$ cat src/sv/filmic_tonemap_pixel_top_macros.svh
// Assertion macros for the filmic tone-map block.
// Needs clk and arst_n in the scope where a macro is used.
`ifndef FILMIC_TONEMAP_PIXEL_TOP_MACROS_SVH
`define FILMIC_TONEMAP_PIXEL_TOP_MACROS_SVH

// Same-cycle implication, disabled during reset
`define FTM_ASSERT_IMPL(lbl, ante, cons, msg) \
	lbl: assert property (@(posedge clk) disable iff (!arst_n) (ante) |-> (cons)) else $error(msg);

// Next-cycle implication, disabled during reset
`define FTM_ASSERT_NEXT(lbl, ante, cons, msg) \
	lbl: assert property (@(posedge clk) disable iff (!arst_n) (ante) |=> (cons)) else $error(msg);

`endif

$ cat src/sv/ftm_pkg.sv
// Shared types, widths and curve constants for the filmic tone-map block.
// No dependencies.
package ftm_pkg;

	localparam int XW = 24;            // input channel width
	localparam int OW = 17;            // output channel width
	localparam int TB = OW + 1;        // quotient bits kept before rounding
	localparam int IN_FRAC_DEF = 16;
	localparam int OUT_FRAC_DEF = 16;

	// Widths of the curve terms (input fraction bits must never exceed XW; the block does not enforce this)
	localparam int PW = 2 * XW + 10;
	localparam int QW = 2 * XW + 7;
	localparam int NUMW = PW + 13;
	localparam int DENW = QW + 17;

	// Exact rational form of the curve, scaled by the white point
	localparam int unsigned K_P2 = 420;
	localparam int unsigned K_P1 = 25;
	localparam int unsigned K_Q2 = 30;
	localparam int unsigned K_Q1 = 50;
	localparam int unsigned K_Q0 = 3;
	localparam int unsigned K_NUM = 6119;
	localparam int unsigned K_DEN = 66556;

	typedef logic [XW-1:0] chan_in_t;
	typedef logic [OW-1:0] chan_out_t;

	// Divider result for one lane
	typedef struct packed {
		logic          sat;
		logic [TB-1:0] quo;
	} div_res_t;

	// Round half up from the doubled quotient, saturate to the field range
	function automatic chan_out_t round_sat(input div_res_t r);
		logic [TB:0] inc;
		inc = {1'b0, r.quo} + (TB+1)'(1);
		if (r.sat || (&r.quo))
			return {OW{1'b1}};
		return inc[OW:1];
	endfunction

endpackage

$ cat src/sv/ftm_lane.sv
// One channel lane: builds the curve numerator and denominator in three stages.
// Depends on ftm_pkg.
module ftm_lane #(
	parameter int IN_FRAC_BITS = ftm_pkg::IN_FRAC_DEF
) (
	input  logic                     clk,
	input  logic                     en,
	input  ftm_pkg::chan_in_t        x,
	output logic [ftm_pkg::NUMW-1:0] num,
	output logic [ftm_pkg::DENW-1:0] den
);
	localparam int XW = ftm_pkg::XW;
	localparam int PW = ftm_pkg::PW;
	localparam int QW = ftm_pkg::QW;
	localparam int NUMW = ftm_pkg::NUMW;
	localparam int DENW = ftm_pkg::DENW;

	logic [XW-1:0]   x_s1;
	logic [2*XW-1:0] xx_s1;
	logic [PW-1:0]   p_s2;
	logic [QW-1:0]   q_s2;
	logic [NUMW-1:0] num_s3;
	logic [DENW-1:0] den_s3;

	// Square the input
	always_ff @(posedge clk) begin
		if (en) begin
			x_s1  <= x;
			xx_s1 <= (2*XW)'(x) * (2*XW)'(x);
		end
	end

	// Quadratic terms, constant multiplies and shifts only
	always_ff @(posedge clk) begin
		if (en) begin
			p_s2 <= PW'(xx_s1) * PW'(ftm_pkg::K_P2)
				+ (PW'(x_s1) << IN_FRAC_BITS) * PW'(ftm_pkg::K_P1);
			q_s2 <= QW'(xx_s1) * QW'(ftm_pkg::K_Q2)
				+ (QW'(x_s1) << IN_FRAC_BITS) * QW'(ftm_pkg::K_Q1)
				+ (QW'(ftm_pkg::K_Q0) << (2 * IN_FRAC_BITS));
		end
	end

	// Apply the white-point scale factors
	always_ff @(posedge clk) begin
		if (en) begin
			num_s3 <= NUMW'(p_s2) * NUMW'(ftm_pkg::K_NUM);
			den_s3 <= DENW'(q_s2) * DENW'(ftm_pkg::K_DEN);
		end
	end

	assign num = num_s3;
	assign den = den_s3;

endmodule

$ cat config.mk
export PLATFORM = sky130hd
export DESIGN_NAME = ftm_lane
export DESIGN_NICKNAME = d
export VERILOG_FILES = /design/src/sv/filmic_tonemap_pixel_top_macros.svh /design/src/sv/ftm_pkg.sv /design/src/sv/ftm_lane.sv
export SDC_FILE = /design/constraint.sdc
export NUM_CORES = 2
export LEC_CHECK = 0
export BUFFER_PORTS_ARGS = -buffer_cell sky130_fd_sc_hd__buf_4
export CAP_MARGIN = 20
export CORE_ASPECT_RATIO = 0.5
export CORE_UTILIZATION = 54
export DETAILED_ROUTE_END_ITERATION = 8
export PLACE_DENSITY = 0.78
export REMOVE_ABC_BUFFERS = 1
export SETUP_SLACK_MARGIN = 0.1
export SYNTH_ARGS = -nofsm -noshare
export SYNTH_HDL_FRONTEND = slang
export SYNTH_SLANG_ARGS = --single-unit
$ cat constraint.sdc
create_clock -name clk -period 10 [get_ports clk]
set_input_delay 1 -clock clk [delete_from_list [all_inputs] [get_ports clk]]
set_output_delay 1 -clock clk [all_outputs]
set_load 0.02 [all_outputs]
# Yosys cells after proc, flatten, opt, wreduce, memory -nomap -nowiden
# Cells that the tools add are included.
dict set report totals {
  register_bits 326
  inputBits 26
  out_inout_bits 143
  elab_cells 16
}
dict set report op_classes {
  addsub 3
  n_mul 7
}
# operator n
set ops {}
lappend ops {{multiplier 58 x 13 -> 71 bit (second input constant)} 1}
lappend ops {{multiplier 55 x 15 -> 70 bit (second input constant)} 1}
lappend ops {{adder 57 x 45 -> 58 bit} 1}
lappend ops {{multiplier 24 x 5 -> 29 bit (second input constant)} 2}
lappend ops {{adder 54 x 34 -> 55 bit (second input constant)} 1}
lappend ops {{multiplier 48 x 7 -> 55 bit (second input constant)} 1}
lappend ops {{adder 53 x 46 -> 54 bit} 1}
lappend ops {{multiplier 48 x 4 -> 52 bit (second input constant)} 1}
lappend ops {{multiplier 24 x 24 -> 48 bit} 1}

# Longest topological paths before layout
dict set report depth {
  word_depth 3
  depth_mapped 31
  depth_no_buf 31
}

# Worst setup path before layout
# No wires, ideal clock.
dict set report synth_path {
  kind {input port to flip-flop}
  start {input port x[18]}
  end {register xx_s1[46], data pin}
  setup_time_ps 265
  arrival_time_ps 7608
  t_required_ps 9735
  setup_slack_ps 2127
  stages 26
  n_path_buf 2
  path_cell_list {clkbuf_1 clkbuf_1 nand2_1 fa_1 inv_1 fa_1 fa_1 inv_1 fa_1 inv_1 fa_1 fa_1 inv_1 fa_1 inv_1 ha_1 o21ai_0 a21oi_1 a21boi_0 a311o_1 a221o_1 a2111oi_0 o21ai_0 a21oi_1 o211ai_1 xor2_1}
}
dict set report synth_between {
  elab_chain_len 1
}
# item line_no
set synth_lines {}
lappend synth_lines {{start, declared} ftm_lane.sv:8} ;# input ftm_pkg::chan_in_t x,
lappend synth_lines {{multiplier 24 x 24 -> 48 bit} ftm_lane.sv:29} ;# xx_s1 <= (2*XW)'(x) * (2*XW)'(x);
lappend synth_lines {{end signal, assigned} ftm_lane.sv:29}
lappend synth_lines {{end, declared} ftm_lane.sv:19} ;# logic [2*XW-1:0] xx_s1;
# Every way passes these cells.
# A chain may end at the register's enable or synchronous reset.

# Worst setup path after layout
dict set report layout_path {
  start {register xx_s1[8]}
  end {register q_s2[51], data pin}
}
dict set report layout_between {
  elab_chain_len 3
}
# item line_no
set layout_lines {}
lappend layout_lines {{multiplier 48 x 4 -> 52 bit} ftm_lane.sv:38} ;# q_s2 <= QW'(xx_s1) * QW'(ftm_pkg::K_Q2)
lappend layout_lines {{adder 53 x 46 -> 54 bit} ftm_lane.sv:39} ;# + (QW'(x_s1) << IN_FRAC_BITS) * QW'(ftm_pkg::K_Q1)
lappend layout_lines {{adder 54 x 34 -> 55 bit} ftm_lane.sv:40} ;# + (QW'(ftm_pkg::K_Q0) << (2 * IN_FRAC_BITS));
lappend layout_lines {{end signal, assigned} ftm_lane.sv:38}
lappend layout_lines {{end, declared} ftm_lane.sv:21} ;# logic [QW-1:0] q_s2;
# Every way passes these cells.

==> impl_metrics.yaml <==
synthesis:
  synth_area_leaders: "fa_1 (37%), ha_1 (17%), edfxtp_1 (13%), inv_1 (12%), xnor2_1 (2.8%)"
  avgSynthCellArea_um2: 9.748
  syn_area_mm2: 0.07241
  synth_ff_type: "edfxtp_1"
  yosys_register_bits: 310
  yosys.area.top_type: "fa_1"
  synth.distinct_cells: 87
  synth-edff-count: 310
  synth_common_cells: "inv_1 (2224), fa_1 (1331), ha_1 (999)"
  synth_top_area_share_pct: 36.80
  async_flop_share_pct: 0
  synth_warnings: 0
  yosysSeqAreaShare_pct: 12.86
  synth_cells: 7428
  synth_most_common_cell: "inv_1"
timing:
  tightest_slew_ns: 1.015
  relSlewSlack_pct: 32.30
  final_max_slew_viol_count: 0
  finalSetupViolCount: 0
  clock_skew_ns: 0.04847
  hold_viol: 0
  period_share_pct: 80.25
  max_freq_mhz: 124.6
  fin_crit_ns: 8.025
  tns_ns: 0
  rsz0062_at_grt: "false"
run_status:
  outcome: "finished clean"
grt:
  grt_antenna_before_repair: 9
  grt_pass1_vias: 52436
  grt_max_degree: 78
  grt_usage_pct: 25.13
  grt_overflow_total: 0
  grt_pass1_wl_mm: 270.7
floorplan:
  core_mm2: 0.1322
  fp-row-count: 94
  initial_utilization_pct: 54.77
  ios: 169
  die_w_um: 519.9
  fp.dieH_um: 260.9
  die-area_mm2: 0.1356
routing:
  num_vias: 49719
  wl_per_cell_um: 17.67
  wl_mm: 164.3
  drt_iter0_drc: 3641
  via_per_inst: 5.346
  drcViolationCount: 0
  ant_nets: 0
  dr.pass1.iters: 5
critical_path:
  critPathArrivalTime_ns: 8.38
  cp_slowest_cell: "edfxtp_1"
  endpoint_kind: "flop"
  ff2ff_path_depth: 29
  cp_slowest_stage_delay_ns: 0.57
  cp_common_cell: "o21ai_0"
  critPathLaunchType: "flop"
  crit_fanout: 6
  worst-endpoint-required_ns: 10.35
  criticalPathCategory: "flop to flop"
clock_network:
  cts_root_buf: "clkbuf_16"
  h-tree-depth: 2
  hold_buffers: 0
  cts_resized: 0
  clock-sinks: 310
  clkLatencyLatePin_ns: 0.64
  clk_path_buf_depth: 3
  clkTransAtPathRegs_ns: 0.07
  cts_buffers: 35
  postCtsSetupBuffers: 0
  cts_tree: "yes"
placed_design:
  dp_hpwl_mm: 141.1
  port_buffers: 161
  routabilityCongestion: 0.9679
layout:
  drive_above_1_share_pct: 3.523
  nNetsFinal: 9858
  syn_to_final_growth_pct: 5.808
hold_path:
  min_delay_path_depth: 1
  min_path_type: "flop to flop"
flow_run:
  drv_cap: 0
## per-stage QoR
step                      setup slack (ns)  hold slack, ns  cells  instance area, µm²  utilization, %
final                                1.975          0.6436   9300               76610           57.96
after global routing                 1.447          0.6651   9299               76610           57.95
after CTS                            2.154          0.6341   9299               76610           57.95
after detailed placement             1.543          0.6633   9241               75370           57.01
after global placement               1.701          0.6591   9241               75370           57.01
after floorplan                      2.501          0.5523   7297               71880               -
## cells by family after synthesis
kind of cell	after synthesis	synth area share, %
buf+inv	2362	12.30
fa+ha+maj	2330	54.06
compound gates	1061	9.652
simple gates	1003	6.748
xor+xnor	356	4.306
flops	310	12.86
mux	5	0.07257
other cells	1	0.005179
## flip-flops by register name (all words and copies together) (netlist names)
register / cells
den: 66
num: 68
p_s2: 54
q_s2: 52
x_s1: 24
xx_s1: 46
## area by class of cell
class                           instances  area, µm²
Antenna cell                            1      2.502
Clock buffer                           35      875.8
Clock inverter                         23      367.9
Fill cell                           11093      55580
Inverter                             2225       8352
Multi-Input combinational cell       4762      54220
Sequential cell                       310       9309
Tap cell                             1776       2222
Timing Repair Buffer                  168       1269
## critical path: cells and delay by family, from the launching register on
family / cells / cell delay [ns]
buffers and inverters: 2 / 0.28
AO/OA/AOI/OAI: 17 / 4.14
AND/OR/NAND/NOR: 3 / 0.32
flip-flops: 1 / 0.57
adder cells (fa/ha/maj): 5 / 2.08
XOR/XNOR: 2 / 0.36
## layout by cell type, fill, tap and decap left out, types with 39 or more instances in the layout
cell type,n
nor2_1,196
o21a_1,39
nor3_1,40
ha_1,999
xor2_1,123
and2_1,126
xnor2_1,233
a31oi_1,42
a21oi_1,330
and3_1,51
nor2b_1,44
a21o_1,220
inv_1,2224
nand2_1,340
nand3_1,61
o21bai_1,63
fa_1,1331
nand4_1,52
edfxtp_1,310
buf_4,167
o21ai_0,144
## worst paths after layout
path / end / slack [ns] / start
setup reg to reg: q_s2[51] / 1.98 / xx_s1[8]
hold / removal: q_s2[2] / 0.64 / x_s1[0]
hold reg to reg: q_s2[2] / 0.64 / x_s1[0]
setup / recovery: q_s2[51] / 1.98 / xx_s1[8]
## routing by layer
metal | share of wire (%) | vias to the layer above | global-route usage, % | wire [µm]
li1 | - | 23296 | - | -
met1 | 46 | 24809 | 36.02 | 75060
met2 | 45 | 1422 | 40.54 | 73760
met3 | 7.7 | 188 | 4.374 | 12650
met4 | 1.7 | 4 | 4.668 | 2820
met5 | 0.016 | - | 0 | 27
Power is not shown: default switching activity piles up to over one toggle a cycle in this logic, so the estimate is an artifact.
